File: src/rtl/wwet_pkg.sv
// ----------------------------------------------------------------------------
// wwet_pkg
// Shared constants and types for the windowed waste EMA tuner.
// ----------------------------------------------------------------------------
package wwet_pkg;

  localparam int W_BITS = 19;
  localparam int Q16_BITS = 18;   // signal range 0..131072

  localparam logic [W_BITS-1:0] ONE_Q16     = 19'd65536;
  localparam logic [W_BITS-1:0] TWO_Q16     = 19'd131072;
  localparam logic [W_BITS-1:0] FOUR_Q16    = 19'd262144;
  localparam logic [W_BITS-1:0] QUARTER_Q16 = 19'd16384;

  localparam logic [0:0] CFG_GAIN = 1'b0;
  localparam logic [0:0] CFG_MINS = 1'b1;

  typedef logic [W_BITS-1:0] weight_t;

  // start/done handshake between the top level and the serial divider or EMA unit
  typedef struct packed {
    logic start;
  } div_ctl_t;

  typedef struct packed {
    logic done;
  } div_sts_t;

endpackage

File: src/rtl/wwet_div.sv
// ----------------------------------------------------------------------------
// wwet_div
// Restoring bit-serial divider: one quotient bit per cycle.
// ----------------------------------------------------------------------------
module wwet_div #(
  parameter int NUM_BITS = 70,
  parameter int DEN_BITS = 64,
  parameter int Q_BITS   = 70
) (
  input  logic                 clk,
  input  logic                 rst_n,
  input  wwet_pkg::div_ctl_t   ctl,
  input  logic [NUM_BITS-1:0]  num,
  input  logic [DEN_BITS-1:0]  den,
  output wwet_pkg::div_sts_t   sts,
  output logic [Q_BITS-1:0]    quo
);
  import wwet_pkg::*;

  localparam int CNT_BITS = $clog2(NUM_BITS + 1);

  logic [NUM_BITS-1:0] sh_r, sh_nxt;
  logic [DEN_BITS:0]   rem_r, rem_nxt;
  logic [DEN_BITS-1:0] den_r;
  logic [CNT_BITS-1:0] cnt_r, cnt_nxt;
  logic                busy_r, busy_nxt, done_r, done_nxt;
  logic [DEN_BITS:0]   trial;

  always_comb begin
    sh_nxt   = sh_r;
    rem_nxt  = rem_r;
    cnt_nxt  = cnt_r;
    busy_nxt = busy_r;
    done_nxt = 1'b0;
    trial    = {rem_r[DEN_BITS-1:0], sh_r[NUM_BITS-1]};
    if (ctl.start) begin
      sh_nxt   = num;
      rem_nxt  = '0;
      cnt_nxt  = CNT_BITS'(NUM_BITS);
      busy_nxt = 1'b1;
    end else if (busy_r) begin
      // shift in next dividend bit, subtract when it fits; quotient fills sh
      if (trial >= {1'b0, den_r}) begin
        rem_nxt = trial - {1'b0, den_r};
        sh_nxt  = {sh_r[NUM_BITS-2:0], 1'b1};
      end else begin
        rem_nxt = trial;
        sh_nxt  = {sh_r[NUM_BITS-2:0], 1'b0};
      end
      cnt_nxt = cnt_r - 1'b1;
      if (cnt_r == CNT_BITS'(1)) begin
        busy_nxt = 1'b0;
        done_nxt = 1'b1;
      end
    end
  end

  always_ff @(posedge clk) begin
    if (!rst_n) begin
      busy_r <= 1'b0;
      done_r <= 1'b0;
      cnt_r  <= '0;
    end else begin
      busy_r <= busy_nxt;
      done_r <= done_nxt;
      cnt_r  <= cnt_nxt;
    end
    sh_r  <= sh_nxt;
    rem_r <= rem_nxt;
    if (ctl.start) den_r <= den;
  end

  assign sts.done = done_r;
  assign quo      = Q_BITS'(sh_r);

endmodule

File: config.mk
export PLATFORM = sky130hd
export DESIGN_NAME = wwet_div
export DESIGN_NICKNAME = d
export VERILOG_FILES = /design/src/rtl/wwet_pkg.sv /design/src/rtl/wwet_div.sv
export SDC_FILE = /design/constraint.sdc
export NUM_CORES = 1
export LEC_CHECK = 0
export BUFFER_PORTS_ARGS = -buffer_cell sky130_fd_sc_hd__buf_2
export CAP_MARGIN = 40
export CORE_ASPECT_RATIO = 1.25
export CORE_MARGIN = 5
export CORE_UTILIZATION = 38
export DETAILED_ROUTE_END_ITERATION = 8
export PLACE_DENSITY_LB_ADDON = 0.08
export SETUP_SLACK_MARGIN = 0.15
export SLEW_MARGIN = 25
export SYNTH_ARGS = -nofsm -noshare
export SYNTH_HDL_FRONTEND = slang
export SYNTH_SLANG_ARGS = --single-unit
File: constraint.sdc
create_clock -name clk -period 5.4 [get_ports clk]
set_input_delay 0.81 -clock clk [delete_from_list [all_inputs] [get_ports clk]]
set_output_delay 0.81 -clock clk [all_outputs]
set_load 0.02 [all_outputs]
==> results of run 1 <==
## final timing paths
| check | from | endpoint | slack [ps] | depth (start not counted) |
|---|---|---|---|---|
| max | den_r[13] | rem_r[0] | 1610 | 11 |
| min | den[14] | den_r[14] | 450 | 1 |
| max reg2reg | den_r[13] | rem_r[0] | 1610 | 11 |
| min reg2reg | rem_r[28] | rem_r[28] | 480 | 2 |
## layout make-up
class	count	area, sq um
clock buffer	34	699.4
clock inverter	9	88.84
fill	3127	17400
inverter	84	315.3
multi-input combinational	874	6141
sequential	207	5489
tap	412	515.5
timing repair buffer	216	1132
## cells by family (layout without fill, tap and decap cells)
| group | count (synthesis) | after routing | synth area share |
|---|---|---|---|
| flops | 207 | 207 | 0.4499 |
| mux | 113 | 113 | 0.1002 |
| buf+inv | 136 | 343 | 0.04649 |
| compound gates | 318 | 318 | 0.1710 |
| fa+ha+maj | 67 | 67 | 0.06937 |
| xor+xnor | 61 | 61 | 0.04382 |
| simple gates | 315 | 315 | 0.1193 |
## power groups by stage
| stage | logic [mW] | clock network [mW] | registers (mW) |
|---|---|---|---|
| 6_report | 0.988 | 1.64 | 1.91 |
| 5_1_grt | 1.09 | 1.77 | 1.93 |
| 3_3_place_gp | 0.987 | 0 | 1.95 |
| 2_1_floorplan | 0.636 | 0 | 2.00 |
| 4_1_cts | 0.994 | 1.70 | 1.92 |
| 3_5_place_dp | 0.990 | 0 | 1.95 |
## registers in the layout, summed over array words and instances (netlist names)
register / flops
quo: 70
busy_r: 1
sts: 1
cnt_r: 7
rem_r: 64
den_r: 64
## metrics by stage
stage	hold slack (ps)	total power, mW	cells
5_1_grt	425.1	4.794	1836
4_1_cts	420.6	4.613	1835
3_5_place_dp	481.2	2.936	1792
2_1_floorplan	448.0	2.634	1217
3_3_place_gp	477.2	2.933	1790
6_report	448.3	4.543	1836
## layout by cell type, fill, tap and decap left out, drive strengths merged, types with 9 or more instances in the layout
cell	netlist	routed
and3	11	11
a21boi	9	9
buf	13	215
nand3	19	19
xnor2	32	32
xor2	29	29
mux2i	41	41
nor3	19	19
nor2b	11	11
edfxtp	134	134
o21bai	10	10
dfxtp	73	73
inv	84	84
a31oi	11	11
a211oi	52	52
clkbuf	39	35
a21o	31	31
o21ai	50	50
mux2	72	72
ha	66	66
nand4	20	20
a21oi	96	96
o21a	16	16
nand2	89	89
nor2	110	110
## cell usage after synthesis (9+ instances only)
cell      count  share of area
a211oi_1     51          0.031
a21boi_0      9         0.0055
a21o_1       31          0.019
a21oi_1      96          0.039
a31oi_1      11         0.0056
and3_1       11         0.0056
clkbuf_1     39          0.012
dfxtp_1      73           0.12
edfxtp_1    134           0.33
ha_1         66          0.068
inv_1        84          0.026
mux2_2       72          0.066
mux2i_1      41          0.034
nand2_1      88          0.027
nand3_1      19         0.0078
nand4_1      20          0.010
nor2_1      110          0.034
nor2b_1      11         0.0056
nor3_1       18         0.0074
o21a_1       16         0.0099
o21ai_0      47          0.019
o21bai_1     10         0.0062
xnor2_1      32          0.023
xor2_1       29          0.021
## layer usage
layer | part of all wire | vias up | global-route usage
met3 | 0.072 | 53 | 0.05159
met1 | 0.43 | 4497 | 0.2140
met2 | 0.47 | 241 | 0.2939
met4 | 0.022 | 4 | 0.04683
li1 | - | 4825 | -
met5 | 0.00085 | - | 0
## critical path: stages, from the launching register on
cell and delay [ps]:
edfxtp_1 330, inv_1 40, ha_1 420, nand3_1 180, or3_1 400, o22ai_1 320, o211ai_1 240, a21bo_2 270
o31ai_4 240, buf_4 630, mux2_2 400, a211oi_1 210
==> key figures, run 1 <==
Floorplanning
  – Die height: 210.3 um
  – Die ar.: 35790 sq um
  – Starting Density: 0.3836
  – IO Count: 208
  – Std cell rows: 73
  – CORE AREA: 31790 sq um
  – Die width: 170.2 um

STA
  – Final hold vios: 0
  – Final setup viols: 0
  – Clock skew: 19.01 ps
  – RSZ-0062 raised after global routing: false
  – Min Tclk post-route: 3791 ps
  – Post-route clock period utilization: 0.7020
  – Fin. max-slew vios: 0
  – Final WS setup: 1609 ps
  – Max_slew headroom: 0.3887
  – Sum Neg Setup Slack: 0 ps
  – Worst Tran Pin Value: 916.9 ps
  – Achievable Freq: 0.2638 GHz

GRT
  – First-pass GRT wire length: 51.15 mm
  – Initial antenna violation count: 2
  – Vias in the first global route: 9977
  – Largest net degree at the start of global routing: 148
  – GR Overflow Total: 0
  – Tot GR Track Use: 0.1729

Clocking
  – Clk sinks: 207
  – Clk_lat worst skew: 540 ps
  – CTS hold repair buffers: 0
  – Clock transition at the registers of the reported paths: 60 ps
  – Post-CTS Resized: 0
  – H-tree levels: 1
  – Post-CTS Repair Setup Buffers: 0
  – Max Buffers Root-to-Sink: 3
  – Clk root buf: clkbuf_16
  – CTS Buf Count: 24
  – CTS tree: yes

Yosys
  – Post-synthesis cell count: 1217
  – Post-Syn Nets: 1421
  – Synth Register Bits: 207
  – Register area share after synthesis: 0.4499
  – Asr flop ratio synth: 0
  – EDFF count, synth: 134
  – Synthesized area: 12190 sq um
  – Syn avg cell area: 10.02 sq um
  – Synth Flop Type: edfxtp_1
  – Distinct cells, synth: 66
  – Yosys warns: 0

Critical path
  – CP Launch Type: flip-flop
  – Crit Path Category: reg2reg
  – Worst Setup End Kind: flip-flop
  – CP Data Required Time: 5840 ps
  – CP Max Fanout: 54
  – Worst Path Arrival: 4230 ps

Power
  – Clk pwr share: 0.361
  – Gate power share: 0.217
  – Pwr dens: 315.9 nW/um^2
  – Switching pwr: 1.320 mW
  – Switching Fraction: 0.2905
  – Pleak: 6.013 nW
  – Internal power: 3.223 mW
  – Seq pwr share: 0.421
  – Peak supply drop: 0.2249 mV

Route
  – Drt first-iter violations: 515
  – Vias post-DR: 9620
  – DR vias/cell: 5.240
  – Wirelength per Cell: 17.31 um
  – Final wirelength: 31.78 mm
  – Drt pass-1 iters: 5
  – # DRC: 0
  – DRT antenna net count: 0

Finish
  – Final core occ: 0.4524
  – Ant diodes: 0
  – Final #Nets: 1611
  – Post-route cell area: 14380 sq um
  – Layout area overhead: 17.95%
  – Share of layout cells above drive strength 1: 0.2367

Placed design
  – Placer Congestion: 0.8478
  – Post-detail-place hpwl: 23.81 mm
  – Port buffer count: 207
  – Place WS: 1331 ps
  – DP Area: 13590 sq um

Outcome
  – Status: completed

Flow run
  – Max Cap Viol: 0

Worst hold path
  – HP Class: in2reg
No activity file was read; power rests on OpenSTA's default activity.
==> inputs of run 2 (changes only) <==
--- a/config.mk
+++ b/config.mk
@@ -5,6 +5,7 @@
 export SDC_FILE = /design/constraint.sdc
 export NUM_CORES = 1
 export LEC_CHECK = 0
+export ABC_AREA = 1
 export BUFFER_PORTS_ARGS = -buffer_cell sky130_fd_sc_hd__buf_2
 export CAP_MARGIN = 40
 export CORE_ASPECT_RATIO = 1.25
==> constraint.sdc (replaced) <==
create_clock -name clk -period 3.8 [get_ports clk]
set_input_delay 0.57 -clock clk [delete_from_list [all_inputs] [get_ports clk]]
set_output_delay 0.57 -clock clk [all_outputs]
set_load 0.02 [all_outputs]
==> run 2 against run 1 <==
Utilization decreased by 0.82 points. Global-route usage grew 5.8 points. Hold slack worse by 260 ps. Critical endpoint is now rem_r[56]. Largest cell class unchanged. Largest power group unchanged.
==> key figures, run 2 <==
Critical path
  – Worst Path Arrival: 3240 ps (-990 ps)
  – CP max stage delay: 460 ps (-170 ps)
  – Top delay family on crit path: simple AND/OR/NAND/NOR gates
  – Crit-path cells: inv_1 -> ha_1 -> fa_1 -> nor2_1 -> o21ai_0 -> nand2_1 -> nand2_1 -> nand3b_1 -> nand2_1 -> nand4_1 -> nand3_1 -> nand2_1 -> nand2_1
  – Worst r2r path cells: 13 (+2)
  – CP max stage cell: fa_1
  – Reg-to-reg setup timing slack: 990 ps (-620 ps)
  – Worst Setup End Kind: flip-flop
  – Worst path bufs/invs: 1 (-1)
  – CP Launch Type: flip-flop
  – CP Depth: 13 (+2)
  – CP Data Required Time: 4240 ps (-1600 ps)
  – Top cell by count, worst path: nand2_1
  – CP Max Fanout: 4 (-93%)
  – Crit Path Category: reg2reg

Yosys
  – Synth top cells by count: nand2_1 (935), inv_1 (440), nand3_1 (163), edfxtp_1 (134), nor2_1 (120)
  – Synthesized area: 14630 sq um (+20%)
  – Register area share after synthesis: 0.3750 (-0.07488)
  – Synth Flop Type: edfxtp_1
  – Top cells by area, synth: edfxtp_1 (28%), nand2_1 (24%), inv_1 (11%)
  – Syn avg cell area: 6.551 sq um (-35%)
  – EDFF count, synth: 134 (unchanged)
  – Asr flop ratio synth: 0 (unchanged)
  – Most frequent cell after synthesis: nand2_1
  – Synth Register Bits: 207 (unchanged)
  – Distinct cells, synth: 37 (-44%)
  – Yosys warns: 0 (unchanged)
  – Synth area leader: edfxtp_1
  – Post-synthesis cell count: 2233 (+83%)
  – Post-Syn Nets: 2437 (+71%)
  – Yosys top cell area share: 0.2751 (-0.05493)

STA
  – Achievable Freq: 0.3562 GHz (+35%)
  – Min Tclk post-route: 2807 ps (-983.3 ps)
  – Worst Tran Pin Value: 766.5 ps (-150.4 ps)
  – Clock skew: 24.75 ps (+5.743 ps)
  – Final WS setup: 992.6 ps (-616.7 ps)
  – Final hold vios: 0 (unchanged)
  – Post-route clock period utilization: 0.7388 (+0.03681)
  – Sum Neg Setup Slack: 0 ps (unchanged)
  – RSZ-0062 raised after global routing: false
  – Fin. max-slew vios: 0 (unchanged)
  – Max_slew headroom: 0.4890 (+0.1003)
  – Final setup viols: 0 (unchanged)

GRT
  – Initial antenna violation count: 5 (+3)
  – Tot GR Track Use: 0.2307 (+0.05780)
  – First-pass GRT wire length: 77.29 mm (+51%)
  – Largest net degree at the start of global routing: 66 (-55%)
  – GR Overflow Total: 0 (unchanged)
  – Vias in the first global route: 14.07k (+41%)

Power
  – Pleak: 9.364 nW (+56%)
  – Pwr dens: 343.5 nW/um^2 (+8.7%)
  – Peak supply drop: 0.3351 mV (+49%)

Worst hold path
  – HP Class: in2reg
  – Hold Crit Depth: 1 (unchanged)

Floorplanning
  – CORE AREA: 38140 sq um (+20%)
  – Die width: 185.5 um (+9.0%)
  – IO Count: 208 (unchanged)
  – Std cell rows: 80 (+9.6%)
  – Starting Density: 0.3836 (about the same)
  – Die ar.: 42540 sq um (+19%)
  – Die height: 229.4 um (+9.1%)

Placed design
  – Place WS: 1026 ps (-304.6 ps)
  – Placer Congestion: 0.9793 (+16%)
  – Port buffer count: 207 (unchanged)
  – Post-detail-place hpwl: 40.11 mm (+68%)

Clocking
  – Clock transition at the registers of the reported paths: 60 ps (about the same)
  – Clk sinks: 207 (unchanged)
  – Post-CTS Resized: 0 (unchanged)
  – Post-CTS Repair Setup Buffers: 0 (unchanged)
  – CTS Buf Count: 24 (unchanged)
  – CTS hold repair buffers: 0 (unchanged)
  – Clk_lat worst skew: 560 ps (+20 ps)
  – Max Buffers Root-to-Sink: 3 (unchanged)
  – Clk root buf: clkbuf_16
  – CTS tree: yes
  – H-tree levels: 1 (unchanged)

Route
  – # DRC: 0 (unchanged)
  – Vias post-DR: 14.01k (+46%)
  – DRT antenna net count: 0 (unchanged)
  – Drt first-iter violations: 680 (+32%)
  – DR vias/cell: 4.768 (-9.0%)
  – Drt pass-1 iters: 5 (unchanged)
  – Wirelength per Cell: 16.81 um (-2.9%)
  – Final wirelength: 49.40 mm (+55%)

Finish
  – Ant diodes: 0 (unchanged)
  – Layout area overhead: 15.83%
  – Final #Nets: 2633 (+63%)
  – Final core occ: 0.4443 (-0.008157)
  – Layout fillers: 4125 (+32%)
  – Share of layout cells above drive strength 1: 0.1197 (-0.1169)
  – Commonest cells after routing, fill and taps aside: nand2_1 (935), inv_1 (439), buf_2 (206), nand3_1 (163), edfxtp_1 (134)
  – Commonest non-fill, non-tap cell in the layout: nand2_1
  – Largest register FFs: 70 (unchanged)

Flow run
  – Max Cap Viol: 0 (unchanged)

Outcome
  – Status: completed
[run 2: changes by cell type after synthesis, moves of 18 or more]
cell      delta
nand3_1    +144
inv_1      +356
mux2_2      -72
a21o_1      -31
o21ai_0     -18
a21oi_1     -44
a211oi_1    -51
nand3b_1    +27
xor2_1      -26
nand2_1    +847
mux2i_1     -41
[run 2: cell type report]
class | instances | area (sq um) | share of cell area
clock buffer | 37 | 720.7 | 0.04253
clock inverter | 7 | 100.1 | 0.005908
inverter | 449 | 1687 | 0.09954
multi-input combinational | 1528 | 7169 | 0.4231
sequential | 207 | 5485 | 0.3237
tap | 492 | 615.6 | 0.03633
timing repair buffer | 219 | 1166 | 0.06882
[run 2: cells by family after synthesis]
| logic type | after synthesis | share of synthesized area |
|---|---|---|
| flops | 207 | 0.3750 |
| compound gates | 115 | 0.04226 |
| buf+inv | 498 | 0.1359 |
| xor+xnor | 32 | 0.01916 |
| fa+ha+maj | 67 | 0.05782 |
| simple gates | 1314 | 0.3699 |
[run 2: layer usage]
metal / vias to the layer above / routed length, um / GRT usage
li1: 7232 / - / -
met1: 6339 / 20930 / 0.2883
met2: 357 / 23890 / 0.4016
met3: 78 / 2974 / 0.04491
met4: 8 / 1566 / 0.06654
met5: - / 38 / 0
[run 2: power breakdown]
part / total (mW) / internal [mW] / switching [mW]
clock: 2.40 / 1.44 / 0.963
sequential: 2.63 / 2.57 / 0.0635
combinational: 0.787 / 0.258 / 0.529
[run 2: final timing paths]
| check | from | to |
|---|---|---|
| worst max register to register | quo[69] | rem_r[56] |
| worst min register to register | rem_r[46] | rem_r[46] |
| worst min-delay path | den[15] | den_r[15] |
| worst max-delay path | quo[69] | rem_r[56] |
[run 2: per-stage QoR]
step / std cells / hold WS (ps) / area [sq um] / power (mW)
detailed placement: 2895 / 455.6 / 16120 / 3.472
global route: 2939 / 152.9 / 16940 / 6.104
CTS: 2939 / 151.1 / 16940 / 5.919
finish: 2939 / 185.4 / 16940 / 5.820
floorplan: 2233 / 430.7 / 14630 / 3.152
global placement: 2895 / 455.6 / 16120 / 3.467
[run 2: worst register-to-register path: cells and delay by family (launching register included)]
| kind | cells | cell delay (ps) |
|---|---|---|
| buf+inv | 1 | 100 |
| compound gates | 1 | 90 |
| flops | 1 | 360 |
| fa+ha+maj | 2 | 710 |
| simple gates | 9 | 1430 |
