## config.mk

```make
export PLATFORM = sky130hd
export DESIGN_NAME = wwet_ema
export DESIGN_NICKNAME = d
export VERILOG_FILES = /design/src/rtl/wwet_pkg.sv /design/src/rtl/wwet_ema.sv
export SDC_FILE = /design/constraint.sdc
export NUM_CORES = 1
export LEC_CHECK = 0
export BUFFER_PORTS_ARGS = -buffer_cell sky130_fd_sc_hd__buf_4
export CAP_MARGIN = 20
export CORE_MARGIN = 2
export CORE_UTILIZATION = 62
export CTS_BUF_LIST = sky130_fd_sc_hd__clkbuf_16
export DETAILED_ROUTE_END_ITERATION = 16
export PLACE_DENSITY = 0.88
export RECOVER_POWER = 50
export SETUP_SLACK_MARGIN = 0.4
export SYNTH_ARGS = -nofsm -noshare
export SYNTH_HDL_FRONTEND = slang
export SYNTH_SLANG_ARGS = --single-unit
export TNS_END_PERCENT = 20
```

## constraint.sdc

```tcl
create_clock -name clk -period 5 [get_ports clk]
set_clock_uncertainty 0.2 [all_clocks]
set_input_delay 1 -clock clk [delete_from_list [all_inputs] [get_ports clk]]
set_output_delay 1 -clock clk [all_outputs]
set_load 0.05 [all_outputs]
```

## src/rtl/wwet_pkg.sv

```systemverilog
// ----------------------------------------------------------------------------
// wwet_pkg
// Shared constants and types for the windowed waste EMA tuner.
// ----------------------------------------------------------------------------
package wwet_pkg;

  localparam int W_BITS = 19;
  localparam int Q16_BITS = 18;   // signal range 0..131072

  localparam logic [W_BITS-1:0] ONE_Q16     = 19'd65536;
  localparam logic [W_BITS-1:0] TWO_Q16     = 19'd131072;
  localparam logic [W_BITS-1:0] FOUR_Q16    = 19'd262144;
  localparam logic [W_BITS-1:0] QUARTER_Q16 = 19'd16384;

  localparam logic [0:0] CFG_GAIN = 1'b0;
  localparam logic [0:0] CFG_MINS = 1'b1;

  typedef logic [W_BITS-1:0] weight_t;

  // start/done handshake between the top level and the serial divider or EMA unit
  typedef struct packed {
    logic start;
  } div_ctl_t;

  typedef struct packed {
    logic done;
  } div_sts_t;

endpackage

```

## src/rtl/wwet_ema.sv

```systemverilog
// ----------------------------------------------------------------------------
// wwet_ema
// EMA step of one weight toward a target: MSB-first shift-add product of the difference and the gain.
// ----------------------------------------------------------------------------
module wwet_ema (
  input  logic               clk,
  input  logic               rst_n,
  input  wwet_pkg::div_ctl_t ctl,
  input  logic [5:0]         gain,
  input  wwet_pkg::weight_t  old_w,
  input  wwet_pkg::weight_t  target,
  output wwet_pkg::div_sts_t sts,
  output wwet_pkg::weight_t  new_w
);
  import wwet_pkg::*;

  logic [W_BITS+5:0] acc_r;
  logic [W_BITS-1:0] diff_r, old_r;
  logic [5:0]        g_r;
  logic              up_r;
  logic [2:0]        cnt_r;
  logic              busy_r, done_r;
  logic [W_BITS:0]   delta, w;

  always_comb begin
    delta = (W_BITS+1)'(acc_r >> 6);
    if (up_r) w = {1'b0, old_r} + delta;
    else if ({1'b0, old_r} > delta) w = {1'b0, old_r} - delta;
    else w = (W_BITS+1)'(1);
    if (w > {1'b0, FOUR_Q16}) w = {1'b0, FOUR_Q16};
    if (w < {1'b0, QUARTER_Q16}) w = {1'b0, QUARTER_Q16};
    new_w = W_BITS'(w);
  end

  always_ff @(posedge clk) begin
    if (!rst_n) begin
      busy_r <= 1'b0;
      done_r <= 1'b0;
      cnt_r  <= '0;
    end else begin
      done_r <= 1'b0;
      if (ctl.start) begin
        busy_r <= 1'b1;
        cnt_r  <= 3'd6;
      end else if (busy_r) begin
        cnt_r <= cnt_r - 1'b1;
        if (cnt_r == 3'd1) begin
          busy_r <= 1'b0;
          done_r <= 1'b1;
        end
      end
    end
    if (ctl.start) begin
      up_r   <= target > old_w;
      diff_r <= (target > old_w) ? target - old_w : old_w - target;
      old_r  <= old_w;
      g_r    <= gain;
      acc_r  <= '0;
    end else if (busy_r) begin
      // MSB-first shift-add of diff by the gain
      acc_r <= (acc_r << 1) + (g_r[5] ? (W_BITS+6)'(diff_r) : '0);
      g_r   <= {g_r[4:0], 1'b0};
    end
  end

  assign sts.done = done_r;

endmodule

```

==> results of run 1 <==
[cells by family after synthesis]
kind of cell               Yosys count
AOI/OAI and AO/OA                  278
xor gates and xnor gates            45
adders and majority gates          100
buffers and inverters              131
DFF                                 75
muxes                               33
and+or+nand+nor                    277
[worst paths after layout]
path / from / slack (ns) / to / depth (start not counted)
worst max register to register: g_r[5] / 1.11 / acc_r[19] / 14
worst min-delay path: acc_r[0] / 0.31 / acc_r[0] / 2
worst max-delay path: old_r[12] / -0.27 / new_w[5] / 13
worst min register to register: acc_r[0] / 0.31 / acc_r[0] / 2
[where the power goes]
group	switching, W	leakage [nW]	internal [W]
Sequential	0.0000453	0.691	0.000741
Combinational	0.000864	3.31	0.000628
Clock	0.000241	0.153	0.000430
Total	0.00115	4.15	0.00180
[what timing repair did]
| item | CTS | global route |
|---|---|---|
| resized for setup | 33 | 39 |
| hold buffers | 0 | 0 |
| setup endpoints to repair | 19 | 19 |
| buffers inserted | 4 | 2 |
| cloned | 0 | 0 |
| pin swaps | 5 | 10 |
[sequential cells by signal, summed over array words and instances (netlist names)]
| name | count |
|---|---|
| old_r | 19 |
| diff_r | 19 |
| g_r | 6 |
| busy_r | 1 |
| sts | 1 |
| up_r | 1 |
| cnt_r | 3 |
| acc_r | 25 |
[worst min-delay path: cells and delay by family, from the launching register on]
family,cells,cell delay [ns]
compound gates,1,0.06
simple gates,1,0.08
flops,1,0.32
[placed cells by master (no fill, tap or decap), drive strengths merged, types with 30 or more instances in the layout]
master / instances
buf: 108
ha: 95
inv: 93
nor2: 84
a21oi: 66
o21ai: 49
edfxtp: 45
nand2: 42
xnor2: 35
clkbuf: 31
nor3: 30
dfxtp: 30
[stage by stage]
stage	instances	setup slack (ns)	TNS, ns	power [W]	cell area (um^2)
finish	1219	-0.268	-2.45	0.00295	9510
global route	1219	-0.464	-5.05	0.00310	9510
CTS	1217	-0.259	-2.36	0.00287	9390
detailed placement	1197	-0.0574	-0.180	0.00214	8890
global placement	1197	-0.0265	-0.0527	0.00211	8890
floorplan	939	0.124	0	0.00175	7920
[layout make-up]
type	instances	area (um^2)	share of cell area (%)
sequential	75	1960	20.6
clock buffer	9	225	2.37
inverter	93	349	3.67
multi-input combinational	733	5700	59.9
tap	172	215	2.26
clock inverter	7	83.8	0.882
timing repair buffer	130	977	10.3
[metal layers]
metal  up-vias  share of wire, %  wire [um]  track usage, %
met3        60               6.0       1270            3.22
li1       3610                 -          -               -
met1      3564                43       9210            40.5
met4         0               3.3        713            12.1
met5         -                 0          0               0
met2       365                47      10100            52.8
==> flow_summary.json, run 1 <==
{
  "synth.top_cell.area_share_pct": 17.3,
  "clockBufferDepth": 2,
  "vias": 7599,
  "tightest_slew_ns": 2.18,
  "period_minus_slack_ns": 5.27,
  "p_leak_nw": 4.15,
  "synth_largest_area_cell": "edfxtp_1",
  "ir_worst_vdd_mv": 0.157,
  "avgSynthCellArea_um2": 8.33,
  "synth_edf_count": 45,
  "finalCritPeriodShare_pct": 105,
  "viasPerCell": 6.23,
  "path_class": "register to output port",
  "rsz0062_at_grt": "true",
  "worst-endpoint-required_ns": 3.80,
  "ys_types": 78,
  "antenna_left": 0,
  "synth_nets": 1086,
  "seq_area_frac_synth_pct": 24.9,
  "endpoint_kind": "output port",
  "die_y_um": 116,
  "yosysMostFrequentCell": "ha_1",
  "synth_warnings": 0,
  "grt_pass1_vias": 7108,
  "power_density_nw_per_um2": 310,
  "firstDrtPassIters": 6,
  "antenna_found_initial": 0,
  "rows": 41,
  "drive_gt1_share_pct": 20.0,
  "cts_tree": "built",
  "overflow": 0,
  "cp_max_fo": 10,
  "synth-async-reset-ratio_pct": 0,
  "drt_iter0_drc": 817,
  "hold_violations": 0,
  "maxCapViolations": 1,
  "grt_pass1_wl_um": 33600,
  "grt_max_degree": 48,
  "cpMaxStageDelayCell": "or4_4",
  "synthAdderAreaFrac_pct": 16.5,
  "final_max_slew_viol_count": 48,
  "setup_viol": 14,
  "numCtsBuffers": 9,
  "synth_common_cells": "ha_1 (95), inv_1 (90), nor2_1 (84)",
  "violations": "max-capacitance violations, max-slew violations, negative setup slack",
  "area_growth_pct": 21.5,
  "drc_errors": 0,
  "hold_path_class": "register to register",
  "die_w_um": 116,
  "crit_chain": "ha_4, inv_2, or4_4, o211a_4, a211o_4, buf_4, o221a_2, o22a_1, a311o_1, o31a_1, buf_12, o21ba_4, buf_8",
  "arrival_ns": 4.07,
  "cts_root_buf": "clkbuf_16",
  "netlist_instances": 939,
  "finalWeightedCongestion": 0.979,
  "syn_area_um2": 7830,
  "cp_num_buf_inv": 4,
  "fin_nets": 1189,
  "start_kind": "register",
  "clock_latency_ns": 0.34,
  "synth_ff_type": "edfxtp_1",
  "worst_hold_slack_ns": 0.310,
  "num_antenna_cells": 0,
  "wl_um": 21300,
  "synth_top_family_by_area": "compound AO/OA/AOI/OAI gates",
  "slowest_delay_ns": 0.54,
  "final_core_util_pct": 76.3,
  "core_area_um2": 12500,
  "start_util_pct": 62.8,
  "worst_slack_ns": -0.268,
  "synth_mux_area_share_pct": 4.33,
  "grt_use_total_pct": 31.0,
  "port_buffers": 66,
  "dieArea_um2": 13500,
  "ys_top_cells_by_area": "edfxtp_1 (17%), ha_1 (15%), dfxtp_1 (7.7%)",
  "pin_count": 67,
  "max_clock_freq_mhz": 190,
  "status": "complete, but fails checks",
  "synth-compound-area-share_pct": 24.5,
  "relSlewSlack_pct": -45.6,
  "fillCellCount": 878,
  "wl_per_cell_um": 17.5,
  "cts.sinks": 75,
  "cts_max_level": 3,
  "place_hpwl_um": 16200,
  "yosys.area_share.simple_pct": 18.0,
  "clk_transition_reported_paths_ns": 0.06,
  "ys_ff_latch": 75,
  "critical-path-top-delay-family": "compound AO/OA/AOI/OAI gates",
  "synth-xor-area-share_pct": 5.04
}
No activity file was read; power rests on OpenSTA's default activity.
==> inputs of run 2 (changes only) <==
CORE_UTILIZATION = 44   (was 62)
PLACE_DENSITY = 0.68   (was 0.88)
==> run 2 against run 1 <==
Net effect: the flow still finishes with violations (max-capacitance violations, max-slew violations, negative setup slack); critical path type unchanged; sequential share of layout area is 0.57 points lower; utilization is 20 points lower; maximum frequency is 0.19% higher; largest power group unchanged; wire length is 2.6% lower; clock power is 14% lower; hold slack worse by 0.021 ns; combinational power increased by 3%; non-clock buffer count rose by 29.
==> flow_summary.json, run 2 (synthesized netlist as in run 1, its figures left out) <==
{
  "status": "complete, but fails checks",
  "vias": 7325,
  "start_util_pct": 45.1,
  "wl_per_cell_um": 16.0,
  "clockBufferDepth": 2,
  "drt_iter0_drc": 460,
  "rows": 48,
  "maxCapViolations": 1,
  "final_core_util_pct": 56.3,
  "final_cell_mix": "buf_4 (120), inv_1 (87), ha_1 (87)",
  "finalNonFillerCells": 1301,
  "port_buffers": 66,
  "worst-endpoint-required_ns": 3.80,
  "cts_tree": "built",
  "cp_max_fo": 8,
  "num_antenna_cells": 0,
  "p_leak_nw": 4.28,
  "firstDrtPassIters": 5,
  "hold_violations": 0,
  "viasPerCell": 5.63,
  "pre_cts_ws_ns": -0.204,
  "setup_viol": 11,
  "cts_root_buf": "clkbuf_16",
  "finalWeightedCongestion": 0.942,
  "pin_count": 67,
  "grt_max_degree": 45,
  "core_area_um2": 17400,
  "path_class": "register to output port",
  "final_max_slew_viol_count": 45,
  "rsz0062_at_grt": "true",
  "arrival_ns": 4.06,
  "antenna_found_initial": 0,
  "endpoint_kind": "output port",
  "grt_use_total_pct": 22.2,
  "hold_path_class": "register to register",
  "finish.instance_area_um2": 9780,
  "dieArea_um2": 18900,
  "place_hpwl_um": 16700,
  "largest_reg_flops": 25,
  "clock_latency_ns": 0.33,
  "fin_nets": 1218,
  "max_flop_register": "acc_r",
  "drc_errors": 0,
  "wl_um": 20800,
  "ir_worst_vdd_mv": 0.212,
  "layout_commonest_cell": "buf_4",
  "finalCritPeriodShare_pct": 105,
  "fillCellCount": 1595,
  "dp.cells": 1277,
  "grt_pass1_wl_um": 33400,
  "cts_max_level": 3,
  "overflow": 0,
  "grt_pass1_vias": 6735,
  "power_w": 0.00289,
  "numCtsBuffers": 9,
  "cts.sinks": 75,
  "reg_top3": "acc_r x25, diff_r x19, old_r x19",
  "post_dp_cell_area_um2": 9170,
  "period_minus_slack_ns": 5.26,
  "antenna_left": 0,
  "power_density_nw_per_um2": 296,
  "max_clock_freq_mhz": 190,
  "relSlewSlack_pct": -53.2,
  "violations": "max-capacitance violations, max-slew violations, negative setup slack",
  "tightest_slew_ns": 2.30,
  "die_w_um": 137,
  "drive_gt1_share_pct": 23.0,
  "clk_transition_reported_paths_ns": 0.06,
  "die_y_um": 137,
  "start_kind": "register",
  "area_growth_pct": 24.9,
  "worst_slack_ns": -0.258
}
==> run 2: cell count changes in the layout (fill, tap and decap cells not counted), sizes merged <==
cell | previous run | this run
buf | 108 | 137
bufinv | 2 | 0
clkinvlp | 0 | 2
==> run 2: cell type report <==
cell class | count | area [um^2] | area share [%]
Tap cell | 225 | 282 | 2.88
Timing Repair Buffer | 159 | 1200 | 12.3
Clock inverter | 7 | 42.5 | 0.435
Sequential cell | 75 | 1960 | 20.0
Clock buffer | 9 | 225 | 2.30
Multi-Input combinational cell | 733 | 5720 | 58.5
Inverter | 93 | 349 | 3.57
==> run 2: power by group <==
part | total (W) | switching, W | internal, W
Clock | 0.000575 | 0.000242 | 0.000332
Sequential | 0.000781 | 0.0000399 | 0.000741
Combinational | 0.00153 | 0.000860 | 0.000674
Total | 0.00289 | 0.00114 | 0.00175
==> run 2: worst paths after layout <==
kind	from	to	slack [ns]	cells after the start
setup / recovery	old_r[14]	new_w[9]	-0.26	13
hold / removal	acc_r[5]	acc_r[5]	0.29	2
setup reg to reg	g_r[5]	acc_r[19]	1.09	14
hold reg to reg	acc_r[5]	acc_r[5]	0.29	2
==> run 2: per-stage QoR <==
step / hold slack [ns] / TNS, ns
2_1_floorplan: 0.250 / 0
3_3_place_gp: 0.263 / -1.17
3_5_place_dp: 0.283 / -1.31
4_1_cts: 0.291 / -2.11
5_1_grt: 0.314 / -3.70
6_report: 0.289 / -2.04
==> run 2: critical path, cell delays in order, from the launching register on <==
cell	delay, ns
edfxtp_1	0.47
ha_4	0.32
nand4_1	0.14
or4_4	0.47
o211a_4	0.27
a211o_4	0.38
buf_6	0.14
o221a_4	0.23
o22a_1	0.21
a311o_1	0.37
o31a_1	0.20
buf_4	0.18
a211oi_4	0.15
buf_6	0.18
==> run 2: timing repair <==
item	4_1_cts	5_1_grt
setup buffers	6	2
endpoints found under the setup margin	19	19
pin swaps	13	9
hold buffers	0	0
resized for setup	54	24
==> run 2: routing by layer <==
layer | track usage, % | vias to the layer above | share of wire [%] | wire length (um)
li1 | - | 3670 | - | -
met5 | 0 | - | 0 | 0
met2 | 35.5 | 210 | 45 | 9260
met4 | 7.73 | 0 | 2.8 | 584
met3 | 2.76 | 41 | 4.7 | 976
met1 | 30.8 | 3404 | 48 | 9940
==> inputs of run 3 (changes only) <==
BUFFER_PORTS_ARGS = -buffer_cell sky130_fd_sc_hd__buf_2   (was -buffer_cell sky130_fd_sc_hd__buf_4)
==> run 3 against run 2 <==
Net effect: non-clock buffer count increased by 13; maximum frequency increased by 0.45%; wire length decreased by 1.2%; register-to-register slack improved by 0.05 ns; sequential share of layout area about the same; critical path depth increased by 1; global-route usage decreased by 0.18 points; sequential power about the same; die area unchanged; combinational power about the same; cell area about the same; critical endpoint is now new_w[8]; the flow still finishes with violations (max-capacitance violations, max-slew violations, negative setup slack).
==> flow_summary.json, run 3 (synthesized netlist as in run 1, its figures left out) <==
{
  "status": "complete, but fails checks",
  "violations": "max-capacitance violations, max-slew violations, negative setup slack",
  "die_w_um": 137,
  "critical-path-top-delay-family": "compound AO/OA/AOI/OAI gates",
  "finalCritPeriodShare_pct": 105,
  "internal_power_w": 0.00183,
  "final_core_util_pct": 56.4,
  "core_area_um2": 17400,
  "crit_path_frequent_cell": "buf_4",
  "final_cell_mix": "buf_4 (108), inv_1 (88), ha_1 (85)",
  "maxCapViolations": 1,
  "combinationalPowerShare_pct": 51.3,
  "num_antenna_cells": 0,
  "finalNonFillerCells": 1314,
  "grt_max_degree": 40,
  "antenna_left": 0,
  "power_w": 0.00296,
  "firstDrtPassIters": 5,
  "power_density_nw_per_um2": 303,
  "worst-endpoint-required_ns": 3.80,
  "grt_pass1_wl_um": 33400,
  "fin_nets": 1231,
  "tightest_slew_ns": 1.91,
  "seq_power_share_pct": 26.3,
  "ir_worst_vdd_mv": 0.173,
  "drt_iter0_drc": 576,
  "finalWeightedCongestion": 0.919,
  "largest_reg_flops": 25,
  "place_hpwl_um": 16600,
  "vias": 7452,
  "layout_commonest_cell": "buf_4",
  "endpoint_kind": "output port",
  "antenna_found_initial": 0,
  "slowest_delay_ns": 0.45,
  "clock_latency_ns": 0.33,
  "wl_um": 20500,
  "rows": 48,
  "dieArea_um2": 18900,
  "setup_viol": 11,
  "cts_root_buf": "clkbuf_16",
  "hold_depth": 2,
  "clk_transition_reported_paths_ns": 0.06,
  "pin_count": 67,
  "period_minus_slack_ns": 5.23,
  "viasPerCell": 5.67,
  "cts_hold_buf": 0,
  "reg_top3": "acc_r x25, diff_r x19, old_r x19",
  "start_kind": "register",
  "p_clk_share_pct": 22.4,
  "sw_frac_of_total_pct": 38.1,
  "tns_ns": -1.81,
  "overflow": 0,
  "cts.sinks": 75,
  "hold_violations": 0,
  "drc_errors": 0,
  "port_buffers": 66,
  "grt_pass1_vias": 6951,
  "numCtsBuffers": 9,
  "arrival_ns": 4.03,
  "reg2reg_depth": 14,
  "cts_tree": "built",
  "relSlewSlack_pct": -27.3,
  "area_growth_pct": 25.0,
  "cp_max_fo": 7,
  "grt_use_total_pct": 22.0,
  "crit_chain": "ha_1, a21o_1, a21oi_2, buf_4, a21boi_0, o41ai_2, o2111ai_2, nor4_2, o21ai_1, or4_1, o31a_1, buf_4, nor3_4, buf_6",
  "cpMaxStageDelayCell": "edfxtp_1",
  "path_class": "register to output port",
  "p_leak_nw": 4.33,
  "cp_num_buf_inv": 3,
  "drive_gt1_share_pct": 23.0,
  "hold_path_class": "register to register",
  "wl_per_cell_um": 15.6,
  "switchingPower_w": 0.00113,
  "worst_slack_ns": -0.234,
  "cts_max_level": 3,
  "final_max_slew_viol_count": 40,
  "max_clock_freq_mhz": 191,
  "cp.depth": 14,
  "start_util_pct": 45.1,
  "fillCellCount": 1612,
  "clockBufferDepth": 2,
  "rsz0062_at_grt": "true",
  "max_flop_register": "acc_r",
  "dp.cells": 1291,
  "die_y_um": 137
}
run 3: changes by cell type in the layout (fill, tap and decap cells not counted), sizes merged:
cell,delta
buf,+13
clkinvlp,-1
clkinv,-1
bufinv,+2
run 3: final timing paths:
check | start | to | slack (ns)
worst min register to register | acc_r[0] | acc_r[0] | 0.28
worst max register to register | g_r[5] | acc_r[19] | 1.14
worst min-delay path | acc_r[0] | acc_r[0] | 0.28
worst max-delay path | old_r[3] | new_w[8] | -0.23
run 3: routing by layer:
layer  GRT usage (%)  wire, um  share of wire (%)  up-vias
met5               0         0                  0        -
met4            8.19       568                2.8        0
met3            1.58       869                4.2       31
met2            35.8      9270                 45      249
met1            30.6      9800                 48     3472
li1                -         -                  -     3700
run 3: stage by stage:
stage / hold WS, ns / instance area, um^2 / setup slack [ns]
finish: 0.275 / 9790 / -0.234
global route: 0.302 / 9790 / -0.429
detailed placement: 0.269 / 9090 / -0.186
floorplan: 0.250 / 7920 / 0.124
global placement: 0.264 / 9090 / -0.159
CTS: 0.279 / 9710 / -0.324
run 3: area by class of cell:
cell class	count	area, um^2	share of cell area [%]
Tap cell	225	282	2.88
Clock buffer	9	225	2.30
Inverter	93	349	3.57
Timing Repair Buffer	172	1210	12.4
Multi-Input combinational cell	733	5680	58.0
Sequential cell	75	1960	20.0
Clock inverter	7	85.1	0.869
run 3: worst reg2reg max path, stage by stage, from the launching register on:
cell      delay (ns)
edfxtp_1        0.66
and2_1          0.22
ha_1            0.16
inv_1           0.05
fa_1            0.40
nor2b_1         0.12
o21ai_0         0.11
a21boi_0        0.38
o211ai_1        0.24
a211oi_1        0.27
o21ai_0         0.15
a211o_1         0.31
nor2b_1         0.15
xnor2_1         0.20
o22ai_1         0.10
run 3: power by group through the flow:
stage	clock network [W]	logic [W]	registers (W)
6_report	0.000665	0.00152	0.000778
5_1_grt	0.000699	0.00165	0.000786
4_1_cts	0.000677	0.00148	0.000777
3_5_place_dp	0	0.00138	0.000788
3_3_place_gp	0	0.00138	0.000784
2_1_floorplan	0	0.000974	0.000778
run 3: what timing repair did:
item / CTS / global route
gates resized for setup: 67 / 20
endpoints found under the hold margin: 0 / 0
pin swaps: 20 / 7
buffers inserted: 4 / 3
endpoints found under the setup margin: 19 / 19
